## config.mk

```make
export PLATFORM = sky130hd
export DESIGN_NAME = throttle_command_conditioner_top
export DESIGN_NICKNAME = d
export VERILOG_FILES = /design/src/rtl/tcc_pkg.sv /design/src/rtl/tcc_div.sv /design/src/rtl/tcc_core.sv /design/src/rtl/throttle_command_conditioner_top.sv
export SDC_FILE = /design/constraint.sdc
export NUM_CORES = 2
export LEC_CHECK = 0
export BUFFER_PORTS_ARGS = -buffer_cell sky130_fd_sc_hd__buf_2
export CORE_ASPECT_RATIO = 0.75
export CORE_MARGIN = 5
export CORE_UTILIZATION = 38
export DETAILED_ROUTE_END_ITERATION = 12
export HOLD_SLACK_MARGIN = 0.03
export PLACE_DENSITY_LB_ADDON = 0.2
export SYNTH_ARGS = -nofsm -noshare
export SYNTH_HDL_FRONTEND = slang
export SYNTH_HIERARCHICAL = 1
export SYNTH_SLANG_ARGS = --single-unit
```

## constraint.sdc

```tcl
create_clock -name clk -period 8.52 [get_ports clk]
set_clock_uncertainty 0.1 [all_clocks]
set_input_delay 0.852 -clock clk [delete_from_list [all_inputs] [get_ports clk]]
set_output_delay 0.852 -clock clk [all_outputs]
set_load 0.01 [all_outputs]
```

## src/rtl/tcc_pkg.sv

```systemverilog
// Shared types, codes and default parameters of the throttle command conditioner.
package tcc_pkg;

    // Default build parameters
    localparam int TIMER_RATE_DEF     = 10000;
    localparam int PULSES_PER_REV_DEF = 12;
    localparam int SMOOTH_SHIFT_DEF   = 3;

    // Mode register codes
    localparam logic [1:0] MODE_NONE   = 2'd0;
    localparam logic [1:0] MODE_ANALOG = 2'd1;
    localparam logic [1:0] MODE_PEDAL  = 2'd2;

    // Operation codes of an input item
    localparam logic [1:0] OP_TICK    = 2'd0;
    localparam logic [1:0] OP_EDGE    = 2'd1;
    localparam logic [1:0] OP_TIMEOUT = 2'd2;

    // Configuration register indexes
    localparam logic [2:0] REG_MODE  = 3'd0;
    localparam logic [2:0] REG_B0    = 3'd1;
    localparam logic [2:0] REG_A1    = 3'd2;
    localparam logic [2:0] REG_A2    = 3'd3;
    localparam logic [2:0] REG_MIN   = 3'd4;
    localparam logic [2:0] REG_GAIN  = 3'd5;
    localparam logic [2:0] REG_HYST  = 3'd6;
    localparam logic [2:0] REG_RISE  = 3'd7;

    localparam logic [15:0] RISE_STEP_RESET = 16'd32768;
    localparam logic [15:0] SPEED_MAX       = 16'hFFFF;

    // Configuration register file contents
    typedef struct packed {
        logic        [1:0]  mode;
        logic signed [15:0] coef_b0;
        logic signed [15:0] coef_a1;
        logic signed [15:0] coef_a2;
        logic        [15:0] min_level;
        logic        [15:0] scale_gain;
        logic        [15:0] hyst_level;
        logic        [15:0] rise_step;
    } cfg_t;

endpackage

```

## src/rtl/tcc_div.sv

```systemverilog
// Restoring divider, one quotient bit per cycle.
module tcc_div #(
    parameter int NUM_W = 24,
    parameter int DEN_W = 20
) (
    input  logic             clk,
    input  logic             rst_n,
    input  logic             start,
    input  logic [NUM_W-1:0] num,
    input  logic [DEN_W-1:0] den,
    output logic             done,
    output logic [NUM_W-1:0] quot
);
    localparam int CNT_W = $clog2(NUM_W + 1);

    logic [NUM_W-1:0] quot_reg, quot_next;
    logic [DEN_W-1:0] rem_reg, rem_next;
    logic [DEN_W-1:0] den_reg;
    logic [CNT_W-1:0] cnt_reg, cnt_next;
    logic             busy_reg, busy_next;
    logic             done_reg, done_next;
    logic [DEN_W:0]   shifted;
    logic [DEN_W:0]   trial;

    // One restoring step
    always_comb
    begin
        shifted    = {rem_reg, quot_reg[NUM_W-1]};
        trial      = shifted - {1'b0, den_reg};
        quot_next  = quot_reg;
        rem_next   = rem_reg;
        cnt_next   = cnt_reg;
        busy_next  = busy_reg;
        done_next  = 1'b0;
        if (start)
        begin
            quot_next = num;
            rem_next  = '0;
            cnt_next  = CNT_W'(NUM_W);
            busy_next = 1'b1;
        end
        else if (busy_reg)
        begin
            if (!trial[DEN_W])
            begin
                rem_next  = trial[DEN_W-1:0];
                quot_next = {quot_reg[NUM_W-2:0], 1'b1};
            end
            else
            begin
                rem_next  = shifted[DEN_W-1:0];
                quot_next = {quot_reg[NUM_W-2:0], 1'b0};
            end
            cnt_next = cnt_reg - 1'b1;
            if (cnt_reg == CNT_W'(1))
            begin
                busy_next = 1'b0;
                done_next = 1'b1;
            end
        end
    end

    // Control state
    always_ff @(posedge clk or negedge rst_n)
    begin
        if (!rst_n)
        begin
            busy_reg <= 1'b0;
            done_reg <= 1'b0;
            cnt_reg  <= '0;
        end
        else
        begin
            busy_reg <= busy_next;
            done_reg <= done_next;
            cnt_reg  <= cnt_next;
        end
    end

    // Datapath
    always_ff @(posedge clk)
    begin
        quot_reg <= quot_next;
        rem_reg  <= rem_next;
        if (start)
        begin
            den_reg <= den;
        end
    end

    assign done = done_reg;
    assign quot = quot_reg;

endmodule

```

## src/rtl/tcc_core.sv

```systemverilog
// Sequencer, shared multiplier and state of the throttle command conditioner.
module tcc_core #(
    parameter int TIMER_RATE     = tcc_pkg::TIMER_RATE_DEF,
    parameter int PULSES_PER_REV = tcc_pkg::PULSES_PER_REV_DEF,
    parameter int SMOOTH_SHIFT   = tcc_pkg::SMOOTH_SHIFT_DEF
) (
    input  logic          clk,
    input  logic          rst_n,
    input  tcc_pkg::cfg_t cfg,
    input  logic          in_valid,
    output logic          in_ready,
    input  logic [1:0]    op,
    input  logic [11:0]   adc_sample,
    input  logic [15:0]   pulse_period,
    output logic          out_valid,
    input  logic          out_ready,
    output logic [15:0]   command,
    output logic          engaged
);
    localparam int NUM_W   = $clog2(TIMER_RATE * 16 + 1);
    localparam int DEN_W   = 16 + $clog2(PULSES_PER_REV + 1);
    localparam logic [NUM_W-1:0] SPEED_NUM = NUM_W'(TIMER_RATE * 16);

    typedef enum logic [12:0] {
        ST_IDLE   = 13'b0000000000001,
        ST_F0     = 13'b0000000000010,
        ST_F1     = 13'b0000000000100,
        ST_F2     = 13'b0000000001000,
        ST_F3     = 13'b0000000010000,
        ST_F4     = 13'b0000000100000,
        ST_L0     = 13'b0000001000000,
        ST_L1     = 13'b0000010000000,
        ST_DEN    = 13'b0000100000000,
        ST_DIV    = 13'b0001000000000,
        ST_DWAIT  = 13'b0010000000000,
        ST_SMOOTH = 13'b0100000000000,
        ST_DONE   = 13'b1000000000000
    } state_t;

    state_t state_reg, state_next;

    // Persistent state
    logic [11:0]        x1_reg, x2_reg;
    logic signed [31:0] y1_reg, y2_reg;
    logic [15:0]        cmd_reg, cmd_next;
    logic [15:0]        last_reg, last_next;
    logic               on_reg, on_next;
    logic [27:0]        speed_s_reg;

    // Working registers
    logic [11:0]        x_reg;
    logic [15:0]        count_reg;
    logic               analog_reg;
    logic signed [51:0] prod_reg;
    logic signed [51:0] acc_reg;
    logic signed [32:0] lvl_reg;
    logic [15:0]        speed_reg;

    // Result register
    logic               out_valid_reg;
    logic [15:0]        out_cmd_reg;
    logic               out_eng_reg;

    // Shared multiplier operands
    logic signed [33:0] mul_a;
    logic signed [17:0] mul_b;

    // Divider
    logic               div_start;
    logic               div_done;
    logic [NUM_W-1:0]   div_quot;

    // Combinational helpers
    logic [14:0]        xs;
    logic signed [37:0] acc_sh;
    logic signed [31:0] y_sat;
    logic [16:0]        clip_val;
    logic [16:0]        hyst_val;
    logic               hyst_on;
    logic [15:0]        slew_src;
    logic [16:0]        slew_lim;
    logic [15:0]        slew_out;
    logic [31:0]        quot_ext;
    logic signed [28:0] s_diff;
    logic signed [28:0] s_step;
    logic [27:0]        s_new;
    logic               load_out;

    tcc_div #(
        .NUM_W (NUM_W),
        .DEN_W (DEN_W)
    ) u_div (
        .clk   (clk),
        .rst_n (rst_n),
        .start (div_start),
        .num   (SPEED_NUM),
        .den   (prod_reg[DEN_W-1:0]),
        .done  (div_done),
        .quot  (div_quot)
    );

    // Filter input sum and output saturation
    always_comb
    begin
        xs     = 15'(x_reg) + {2'b0, x1_reg, 1'b0} + 15'(x2_reg);
        acc_sh = acc_reg[51:14];
        if (acc_sh > 38'sh007FFFFFFF)
        begin
            y_sat = 32'sh7FFFFFFF;
        end
        else if (acc_sh < -38'sh0080000000)
        begin
            y_sat = -32'sh80000000;
        end
        else
        begin
            y_sat = acc_sh[31:0];
        end
    end

    // Multiplier operand select
    always_comb
    begin
        mul_a = '0;
        mul_b = '0;
        case (state_reg)
            ST_F0:
            begin
                mul_a = 34'({xs, 4'b0});
                mul_b = 18'(cfg.coef_b0);
            end
            ST_F1:
            begin
                mul_a = 34'(y1_reg);
                mul_b = 18'(cfg.coef_a1);
            end
            ST_F2:
            begin
                mul_a = 34'(y2_reg);
                mul_b = 18'(cfg.coef_a2);
            end
            ST_L0:
            begin
                mul_a = 34'(lvl_reg) - $signed({18'b0, cfg.min_level});
                mul_b = $signed({2'b0, cfg.scale_gain});
            end
            ST_DEN:
            begin
                mul_a = $signed({18'b0, count_reg});
                mul_b = 18'(PULSES_PER_REV);
            end
            default:
            begin
                mul_a = '0;
                mul_b = '0;
            end
        endcase
    end

    // Clip the scaled level to 0..100%, then hysteresis
    always_comb
    begin
        if (prod_reg[51])
        begin
            clip_val = '0;
        end
        else if (prod_reg[51:1] > 51'd32768)
        begin
            clip_val = 17'd32768;
        end
        else
        begin
            clip_val = prod_reg[17:1];
        end
        hyst_val = clip_val;
        hyst_on  = on_reg;
        if (on_reg)
        begin
            if (clip_val <= {1'b0, cfg.hyst_level})
            begin
                hyst_val = '0;
                hyst_on  = 1'b0;
            end
        end
        else
        begin
            if (clip_val >= {cfg.hyst_level, 1'b0})
            begin
                hyst_on = 1'b1;
            end
            else
            begin
                hyst_val = '0;
            end
        end
    end

    // Upward slew limit
    always_comb
    begin
        slew_src = (state_reg == ST_L1) ? hyst_val[15:0] : cmd_reg;
        slew_lim = {1'b0, last_reg} + {1'b0, cfg.rise_step};
        if ({1'b0, slew_src} > slew_lim)
        begin
            slew_out = slew_lim[15:0];
        end
        else
        begin
            slew_out = slew_src;
        end
    end

    // Speed smoothing
    always_comb
    begin
        quot_ext = 32'(div_quot);
        s_diff   = $signed({1'b0, speed_reg, 12'b0}) - $signed({1'b0, speed_s_reg});
        s_step   = s_diff >>> SMOOTH_SHIFT;
        s_new    = 28'($signed({1'b0, speed_s_reg}) + s_step);
    end

    assign load_out = (state_reg == ST_DONE) && (!out_valid_reg || out_ready);

    // Sequencer
    always_comb
    begin
        state_next = state_reg;
        cmd_next   = cmd_reg;
        last_next  = last_reg;
        on_next    = on_reg;
        div_start  = 1'b0;
        case (state_reg)
            ST_IDLE:
            begin
                if (in_valid)
                begin
                    state_next = ST_DONE;
                    if (op == tcc_pkg::OP_TICK)
                    begin
                        if (cfg.mode == tcc_pkg::MODE_ANALOG)
                        begin
                            state_next = ST_F0;
                        end
                        else if (cfg.mode == tcc_pkg::MODE_PEDAL)
                        begin
                            cmd_next  = slew_out;
                            last_next = slew_out;
                        end
                        else
                        begin
                            cmd_next = '0;
                        end
                    end
                    else if (op == tcc_pkg::OP_EDGE)
                    begin
                        if (cfg.mode == tcc_pkg::MODE_PEDAL)
                        begin
                            state_next = ST_DEN;
                        end
                    end
                    else if (op == tcc_pkg::OP_TIMEOUT)
                    begin
                        if (cfg.mode == tcc_pkg::MODE_PEDAL)
                        begin
                            cmd_next = '0;
                        end
                    end
                end
            end
            ST_F0:
            begin
                state_next = ST_F1;
            end
            ST_F1:
            begin
                state_next = ST_F2;
            end
            ST_F2:
            begin
                state_next = ST_F3;
            end
            ST_F3:
            begin
                state_next = ST_F4;
            end
            ST_F4:
            begin
                state_next = ST_L0;
            end
            ST_L0:
            begin
                state_next = ST_L1;
            end
            ST_L1:
            begin
                if (analog_reg)
                begin
                    on_next   = hyst_on;
                    cmd_next  = slew_out;
                    last_next = slew_out;
                end
                else
                begin
                    cmd_next = clip_val[15:0];
                end
                state_next = ST_DONE;
            end
            ST_DEN:
            begin
                state_next = ST_DIV;
            end
            ST_DIV:
            begin
                if (count_reg == '0)
                begin
                    state_next = ST_SMOOTH;
                end
                else
                begin
                    div_start  = 1'b1;
                    state_next = ST_DWAIT;
                end
            end
            ST_DWAIT:
            begin
                if (div_done)
                begin
                    state_next = ST_SMOOTH;
                end
            end
            ST_SMOOTH:
            begin
                state_next = ST_L0;
            end
            ST_DONE:
            begin
                if (load_out)
                begin
                    state_next = ST_IDLE;
                end
            end
            default:
            begin
                state_next = ST_IDLE;
            end
        endcase
    end

    // Control and persistent state
    always_ff @(posedge clk or negedge rst_n)
    begin
        if (!rst_n)
        begin
            state_reg     <= ST_IDLE;
            x1_reg        <= '0;
            x2_reg        <= '0;
            y1_reg        <= '0;
            y2_reg        <= '0;
            cmd_reg       <= '0;
            last_reg      <= '0;
            on_reg        <= 1'b0;
            speed_s_reg   <= '0;
            out_valid_reg <= 1'b0;
        end
        else
        begin
            state_reg <= state_next;
            cmd_reg   <= cmd_next;
            last_reg  <= last_next;
            on_reg    <= on_next;
            if (state_reg == ST_F4)
            begin
                x2_reg <= x1_reg;
                x1_reg <= x_reg;
                y2_reg <= y1_reg;
                y1_reg <= y_sat;
            end
            if ((state_reg == ST_IDLE) && in_valid && (op == tcc_pkg::OP_TIMEOUT)
                && (cfg.mode == tcc_pkg::MODE_PEDAL))
            begin
                speed_s_reg <= '0;
            end
            else if (state_reg == ST_SMOOTH)
            begin
                speed_s_reg <= s_new;
            end
            if (load_out)
            begin
                out_valid_reg <= 1'b1;
            end
            else if (out_ready)
            begin
                out_valid_reg <= 1'b0;
            end
        end
    end

    // Working registers
    always_ff @(posedge clk)
    begin
        prod_reg <= mul_a * mul_b;
        if ((state_reg == ST_IDLE) && in_valid)
        begin
            x_reg      <= adc_sample;
            count_reg  <= pulse_period;
            analog_reg <= (op == tcc_pkg::OP_TICK);
        end
        case (state_reg)
            ST_F1:
            begin
                acc_reg <= prod_reg;
            end
            ST_F2, ST_F3:
            begin
                acc_reg <= acc_reg - prod_reg;
            end
            ST_F4:
            begin
                lvl_reg <= 33'(y_sat);
            end
            ST_SMOOTH:
            begin
                lvl_reg <= $signed({17'b0, s_new[27:12]});
            end
            default:
            begin
            end
        endcase
        if (state_reg == ST_DIV)
        begin
            speed_reg <= tcc_pkg::SPEED_MAX;
        end
        else if ((state_reg == ST_DWAIT) && div_done)
        begin
            speed_reg <= (quot_ext >= 32'(tcc_pkg::SPEED_MAX)) ? tcc_pkg::SPEED_MAX
                                                                : quot_ext[15:0];
        end
        if (load_out)
        begin
            out_cmd_reg <= cmd_reg;
            out_eng_reg <= on_reg;
        end
    end

    assign in_ready  = (state_reg == ST_IDLE);
    assign out_valid = out_valid_reg;
    assign command   = out_cmd_reg;
    assign engaged   = out_eng_reg;

endmodule

```

## src/rtl/throttle_command_conditioner_top.sv

```systemverilog
// Top level of the throttle command conditioner: configuration registers and core.
//
//  Channel  Direction  Handshake            Payload
//  in       input      in_valid/in_ready    op, adc_sample, pulse_period
//  out      output     out_valid/out_ready  command, engaged
//  cfg      input      cfg_we (no wait)     cfg_index, cfg_data
//
// An analog tick runs through the shared multiplier in ST_F0 to ST_F4, ST_L0 and
// ST_L1; a pedal edge runs through ST_DEN, ST_DIV, the one-bit-a-cycle divider
// (ST_DWAIT), ST_SMOOTH, ST_L0 and ST_L1, and a zero count skips the divider.
// Other items go straight to ST_DONE.
// Reset clears control, persistent and configuration state, not data registers;
// rise_step resets to 100%. A waiting result stalls the core only in ST_DONE, so
// one item may be accepted and worked on while the previous transfer is pending.
module throttle_command_conditioner_top #(
    parameter int TIMER_RATE     = tcc_pkg::TIMER_RATE_DEF,
    parameter int PULSES_PER_REV = tcc_pkg::PULSES_PER_REV_DEF,
    parameter int SMOOTH_SHIFT   = tcc_pkg::SMOOTH_SHIFT_DEF
) (
    input  logic        clk,
    input  logic        rst_n,
    input  logic        cfg_we,
    input  logic [2:0]  cfg_index,
    input  logic [15:0] cfg_data,
    input  logic        in_valid,
    output logic        in_ready,
    input  logic [1:0]  op,
    input  logic [11:0] adc_sample,
    input  logic [15:0] pulse_period,
    output logic        out_valid,
    input  logic        out_ready,
    output logic [15:0] command,
    output logic        engaged
);
    tcc_pkg::cfg_t cfg_reg;

    // Configuration register writes
    always_ff @(posedge clk or negedge rst_n)
    begin
        if (!rst_n)
        begin
            cfg_reg.mode       <= tcc_pkg::MODE_NONE;
            cfg_reg.coef_b0    <= '0;
            cfg_reg.coef_a1    <= '0;
            cfg_reg.coef_a2    <= '0;
            cfg_reg.min_level  <= '0;
            cfg_reg.scale_gain <= '0;
            cfg_reg.hyst_level <= '0;
            cfg_reg.rise_step  <= tcc_pkg::RISE_STEP_RESET;
        end
        else if (cfg_we)
        begin
            case (cfg_index)
                tcc_pkg::REG_MODE: cfg_reg.mode       <= cfg_data[1:0];
                tcc_pkg::REG_B0:   cfg_reg.coef_b0    <= $signed(cfg_data);
                tcc_pkg::REG_A1:   cfg_reg.coef_a1    <= $signed(cfg_data);
                tcc_pkg::REG_A2:   cfg_reg.coef_a2    <= $signed(cfg_data);
                tcc_pkg::REG_MIN:  cfg_reg.min_level  <= cfg_data;
                tcc_pkg::REG_GAIN: cfg_reg.scale_gain <= cfg_data;
                tcc_pkg::REG_HYST: cfg_reg.hyst_level <= cfg_data;
                tcc_pkg::REG_RISE: cfg_reg.rise_step  <= cfg_data;
                default:           cfg_reg.mode       <= cfg_reg.mode;
            endcase
        end
    end

    tcc_core #(
        .TIMER_RATE     (TIMER_RATE),
        .PULSES_PER_REV (PULSES_PER_REV),
        .SMOOTH_SHIFT   (SMOOTH_SHIFT)
    ) u_core (
        .clk          (clk),
        .rst_n        (rst_n),
        .cfg          (cfg_reg),
        .in_valid     (in_valid),
        .in_ready     (in_ready),
        .op           (op),
        .adc_sample   (adc_sample),
        .pulse_period (pulse_period),
        .out_valid    (out_valid),
        .out_ready    (out_ready),
        .command      (command),
        .engaged      (engaged)
    );

endmodule
```

## Word-level counts from Yosys, hierarchy flattened

Cells that the tools add are included.

| operators by class | value |
|---|---|
| add/subtract/negate cells | 9 |
| order comparisons | 7 |
| shift-type cells | 0 |
| reductions and logical operators | 30 |
| bitwise operators | 0 |
| equal/unequal tests | 36 |
| multipliers | 1 |
| mux-type cells | 57 |
| div/mod/pow operators | 0 |

Operators by type and width:

| kind | number |
|---|---|
| 16-bit 2-to-1 mux | 19 |
| 34-bit one-hot mux with 5 select lines | 1 |
| 13-bit one-hot mux with 12 select lines | 1 |
| 52-bit one-hot mux with 2 select lines | 1 |
| 13-bit 2-to-1 mux | 7 |
| 18-bit one-hot mux with 5 select lines | 1 |
| 33-bit one-hot mux with 2 select lines | 1 |
| 32-bit 2-to-1 mux | 2 |
| 16-bit one-hot mux with 2 select lines | 2 |
| 28-bit 2-to-1 mux | 2 |
| 34-bit by 18-bit multiplier with 52-bit output | 1 |
| 52-bit subtractor | 1 |
| 51-bit by 16-bit greater-than comparator with 1-bit output, second input constant | 1 |
| 38-bit by 32-bit greater-than comparator with 1-bit output, second input constant | 1 |
| 38-bit by 32-bit less-than comparator with 1-bit output, second input constant | 1 |
| 17-bit 2-to-1 mux | 2 |
| 33-bit by 17-bit subtractor with 34-bit output | 1 |
| 28-bit by 28-bit subtractor with 29-bit output | 1 |
| 28-bit by 26-bit adder with 28-bit output | 1 |
| 21-bit by 20-bit subtractor with 21-bit output | 1 |
| 20-bit 2-to-1 mux | 1 |
| 18-bit by 16-bit >= comparator with 1-bit output, second input constant | 1 |
| 2-bit AND reduction | 9 |
| 16-bit by 16-bit adder with 17-bit output | 1 |
| 43 further kinds | 80 |

| word-level totals | value |
|---|---|
| memories kept | 0 |
| output and inout bits | 19 |
| latch bits | 0 |
| ROM bits | 0 |
| register bits | 541 |
| memory bits (writable) | 0 |

## Depth between registers and ports, before layout

| depth | value |
|---|---|
| depth after elaboration | 14 |
| depth in mapped cells | 39 |

## Cells and area by module

The synthesis kept the hierarchy.

Modules (own cells, without submodules):

| module | cells each | area each (sq um) | instances |
|---|---|---|---|
| tcc_core | 4879 | 44497.7 | 1 |
| throttle_command_conditioner_top | 250 | 4538.1 | 1 |
| tcc_div | 347 | 3676.0 | 1 |

## Worst setup path after synthesis

Ideal clock, no wire load.

| path | value |
|---|---|
| path kind | reg-to-reg |
| start | register u_core.x1_reg[0] |
| end | register u_core.prod_reg[49] |
| data required time | 8348 ps |
| data arrival time | 8570 ps |
| path slack | -223 ps |
| clock period less this slack | 8743 ps |
| cell stages (with the launch flop) | 38 |
| setup time | 72 ps |
| cells stage by stage | dfrtp_1 -> fa_1 -> ha_1 -> inv_1 -> fa_1 -> nor2b_1 -> o21ai_0 -> a21boi_0 -> o21ai_0 -> a21boi_0 -> o21ai_0 -> a21oi_1 -> o21a_1 -> nor2_1 -> a221oi_1 -> nor2_1 -> fa_1 -> fa_1 -> (+2 left out) -> fa_1 -> inv_1 -> fa_1 -> inv_1 -> fa_1 -> inv_1 -> ha_1 -> a21o_1 -> a21o_1 -> a211oi_1 -> o21a_1 -> o221a_2 -> o21ai_1 -> and2_1 -> o31ai_1 -> nand2b_1 -> a41oi_1 -> xnor2_1 |

| between the ends | value |
|---|---|
| longest elaborated chain between the ends | 4 |

Ends and longest elaborated chain:

| item | line | text |
|---|---|---|
| from (decl) | tcc_core.sv:43 | `logic [11:0] x1_reg, x2_reg;` |
| from (signal assigned) | tcc_core.sv:374 | `x1_reg <= x_reg;` |
| 12-bit by 13-bit adder with 14-bit output | tcc_core.sv:105 | `xs = 15'(x_reg) + {2'b0, x1_reg, 1'b0} + 15'(x2_reg);` |
| 15-bit by 12-bit adder with 15-bit output | tcc_core.sv:105 |  |
| 34-bit one-hot mux with 5 select lines | tcc_core.sv:126 | `case (state_reg)` |
| 34-bit by 18-bit multiplier with 52-bit output | tcc_core.sv:401 | `prod_reg <= mul_a * mul_b;` |
| to (signal assigned) | tcc_core.sv:401 |  |
| to (decl) | tcc_core.sv:54 | `logic signed [51:0] prod_reg;` |

No other way between the ends.
A chain may end at the register's enable or synchronous reset.

## Final worst setup path

| path | value |
|---|---|
| start | register u_core.lvl_reg[1] |
| end | register u_core.prod_reg[49] |

| between the ends | value |
|---|---|
| longest elaborated chain between the ends | 3 |

Ends and longest elaborated chain:

| item | line | text |
|---|---|---|
| from (decl) | tcc_core.sv:56 | `logic signed [32:0] lvl_reg;` |
| from (signal assigned) | tcc_core.sv:419 | `lvl_reg <= 33'(y_sat);` |
| from (signal assigned) | tcc_core.sv:423 | `lvl_reg <= $signed({17'b0, s_new[27:12]});` |
| 33-bit by 17-bit subtractor with 34-bit output | tcc_core.sv:144 | `mul_a = 34'(lvl_reg) - $signed({18'b0, cfg.min_level});` |
| 34-bit one-hot mux with 5 select lines | tcc_core.sv:126 |  |
| 34-bit by 18-bit multiplier with 52-bit output | tcc_core.sv:401 |  |

No other way between the ends.

==> out/metrics.cfg <==
[die]
die_y_um=333
rows=118
die_width_um=440
die-area_sq_mm=0.146
core_area_sq_mm=0.138
ioPinCount=73
start_util_pct=38.2

[synthesis]
avgSynthCellArea_sq_um=9.63
synth_cells=5476
synth_flop_cell=dfrtp_1
yosys_warnings=6
yosysMostFrequentCell=inv_1
async_reset_ff_share_pct=52.6
synth.largest_area_cell=fa_1
synth_seq_area_share_pct=26.4
ys_seq_elements=540
synth_edf_count=168
ys_types=115
yosys-top-cells-count=inv_1 (827), nand2_1 (611), fa_1 (602)
synth_area_sq_mm=0.0527
synth_area_leaders=fa_1 (23%), dfrtp_1 (13%), edfxtp_1 (9.6%), ha_1 (7.9%), inv_1 (5.9%)
synth_top_area_share_pct=22.9

[placement]
place_congestion=0.924
placed_cells=7772
hpwl_mm=139
io_buffers=72
dp_slack_ps=-1100

[pwr]
switching_power_w=0.00360
switching_share_pct=36.7
clockPowerShare_pct=27.0
total_power_w=0.00980
powerDensity_mw_per_mm2=154
leakagePower_nw=29.3
seqPwrFrac_pct=33.6
internal_power_w=0.00620
p_comb_share_pct=39.4
irDropWorstVdd_uv=187

[grt]
grt_pass1_wl_mm=266
grt-ovfl-total=0
grt_pass1_vias=42233
grt_max_degree=136
grt_usage_pct=23.7
antenna_found_initial=17

[min_path]
hold_class=in2async

[status]
status=finished with violations
violations=negative setup slack

[flow_run]
max_cap_viol_count=0

[clocking]
clock-root-buffer=clkbuf_16
cts_tree=yes
cts_buffer_depth=3
cts_inserted_buffers=56
h-tree-depth=2
clk_latency_ps=640
path_clk_slew_ps=70
clock-sinks=540

[sta]
rsz0062_at_grt=yes
setup_ws_ps=-303
slew_viol_final=0
fin_setup_tns_ps=-3780
max_slew.worst_pin.slew_ps=1310
fin_crit_ps=8820
relSlewSlack_pct=12.8
hold_viol=0
fin_crit_sh_pct=104
final-setup-viol-count=25
fmax_mhz=113

[cells_and_area]
drive_above_1_share_pct=22.9
final_util_pct=46.1
fin_nets=7035
largest_reg_flops=114
syn2layout_area_growth_pct=20.7
num-fill-cells=13180
fin_cells=7958

[critical_path]
cpMaxStageDelayCell=fa_1
max_stage_delay_ps=560
crit_type=reg2reg
cp-start-kind=flop
critPathRequiredTime_ps=8940
crit_arrival_ps=9240
critPathMaxFanout=5
endpoint_kind=flop

[route]
first_pass_iters=8
wl_per_cell_um=21.9
wl_mm=174
ant_nets=0
drc_errors=0
vias=42246
vias_per_cell=5.31
drt_iter0_drc=3359

-- per-layer routing --
metal  vias up  global-route usage (%)  part of all wire, %
met5         -                       0               0.0057
li1      19417                       -                    -
met3       211                    7.42                  9.9
met1     21257                    36.0                   47
met4         2                    4.61                  2.1
met2      1359                    33.1                   41
-- worst max-delay path, delay by kind of cell, from the launching register on --
family,cells,cell delay [ps]
flops,1,400
fa+ha+maj,8,3450
simple gates,5,740
compound gates,15,3000
xor+xnor,1,90
buf+inv,8,910
-- what timing repair did --
item,in CTS,in global routing
cloned,2,0
setup buffers,63,19
gates resized for setup,256,149
endpoints found under the setup margin,32,36
pin swaps,220,125
hold buffers,0,0
hold endpoints to repair,0,0
-- metrics by stage --
step / hold slack (ps) / instance area, sq um
after floorplan: 337 / 52800
after global placement: 356 / 59400
after detailed placement: 363 / 59400
after CTS: 120 / 62900
after global routing: 132 / 63600
final: 82.2 / 63600
-- cell type report --
cell class / count / area, sq um / area share, %
timing repair buffer: 727 / 6170 / 9.70
antenna: 4 / 10.0 / 0.0157
inverter: 829 / 3120 / 4.90
sequential: 540 / 13900 / 21.9
multi-input combinational: 3893 / 36100 / 56.8
clock inverter: 32 / 373 / 0.586
tap: 1860 / 2330 / 3.66
clock buffer: 73 / 1580 / 2.48
-- cells by family after synthesis --
family	Yosys count	share of synthesized area, %
AND/OR/NAND/NOR	1409	12.5
AO/OA/AOI/OAI	1113	13.9
buffers and inverters	1060	8.23
adder cells (fa/ha/maj)	934	30.7
flip-flops	540	26.4
multiplexers	224	4.93
XOR/XNOR	194	3.26
other	2	0.0142
-- path summary, 6_finish.rpt --
| check | from | endpoint | slack, ps | depth (start not counted) |
|---|---|---|---|---|
| setup / recovery | u_core/lvl_reg[1] | u_core/prod_reg[49] | -300 | 37 |
| hold / removal | rst_n | u_core/speed_s_reg[11] | 80 | 1 |
| setup reg to reg | u_core/lvl_reg[1] | u_core/prod_reg[49] | -300 | 37 |
| hold reg to reg | u_core/u_div/rem_reg[11] | u_core/u_div/rem_reg[11] | 370 | 2 |
| max in group asynchronous | rst_n | cfg_reg[11] | 6880 | 2 |
| min in group clk | adc_sample[4] | u_core/x_reg[4] | 290 | 1 |
-- power by group through the flow --
stage | logic, W | clock network [W] | registers (W)
after floorplan | 0.00277 | 0 | 0.00325
after global placement | 0.00369 | 0 | 0.00333
after detailed placement | 0.00371 | 0 | 0.00334
after CTS | 0.00380 | 0.00271 | 0.00329
after global routing | 0.00425 | 0.00281 | 0.00333
final | 0.00386 | 0.00265 | 0.00329
-- cell usage in the layout, fill, tap and decap left out, types with 33 or more instances in the layout --
cell type / n
xnor2_1: 119
clkbuf_16: 58
buf_2: 71
nor2b_1: 33
buf_6: 46
nand3_1: 70
o21a_1: 45
dfrtp_1: 282
inv_1: 795
mux2_2: 164
nor3_1: 54
a21oi_2: 37
fa_1: 561
and2_1: 71
buf_4: 553
o21ai_0: 265
nand4_1: 33
dfxtp_1: 88
edfxtp_1: 168
ha_1: 305
nand2b_1: 43
nand2_1: 586
nor2_1: 296
a21oi_1: 221
fa_2: 41
o21ai_1: 35
a211oi_1: 39
a21o_1: 100
buf_12: 55
nor4_1: 35
xor2_1: 63
(Power assumes the default switching activity.)
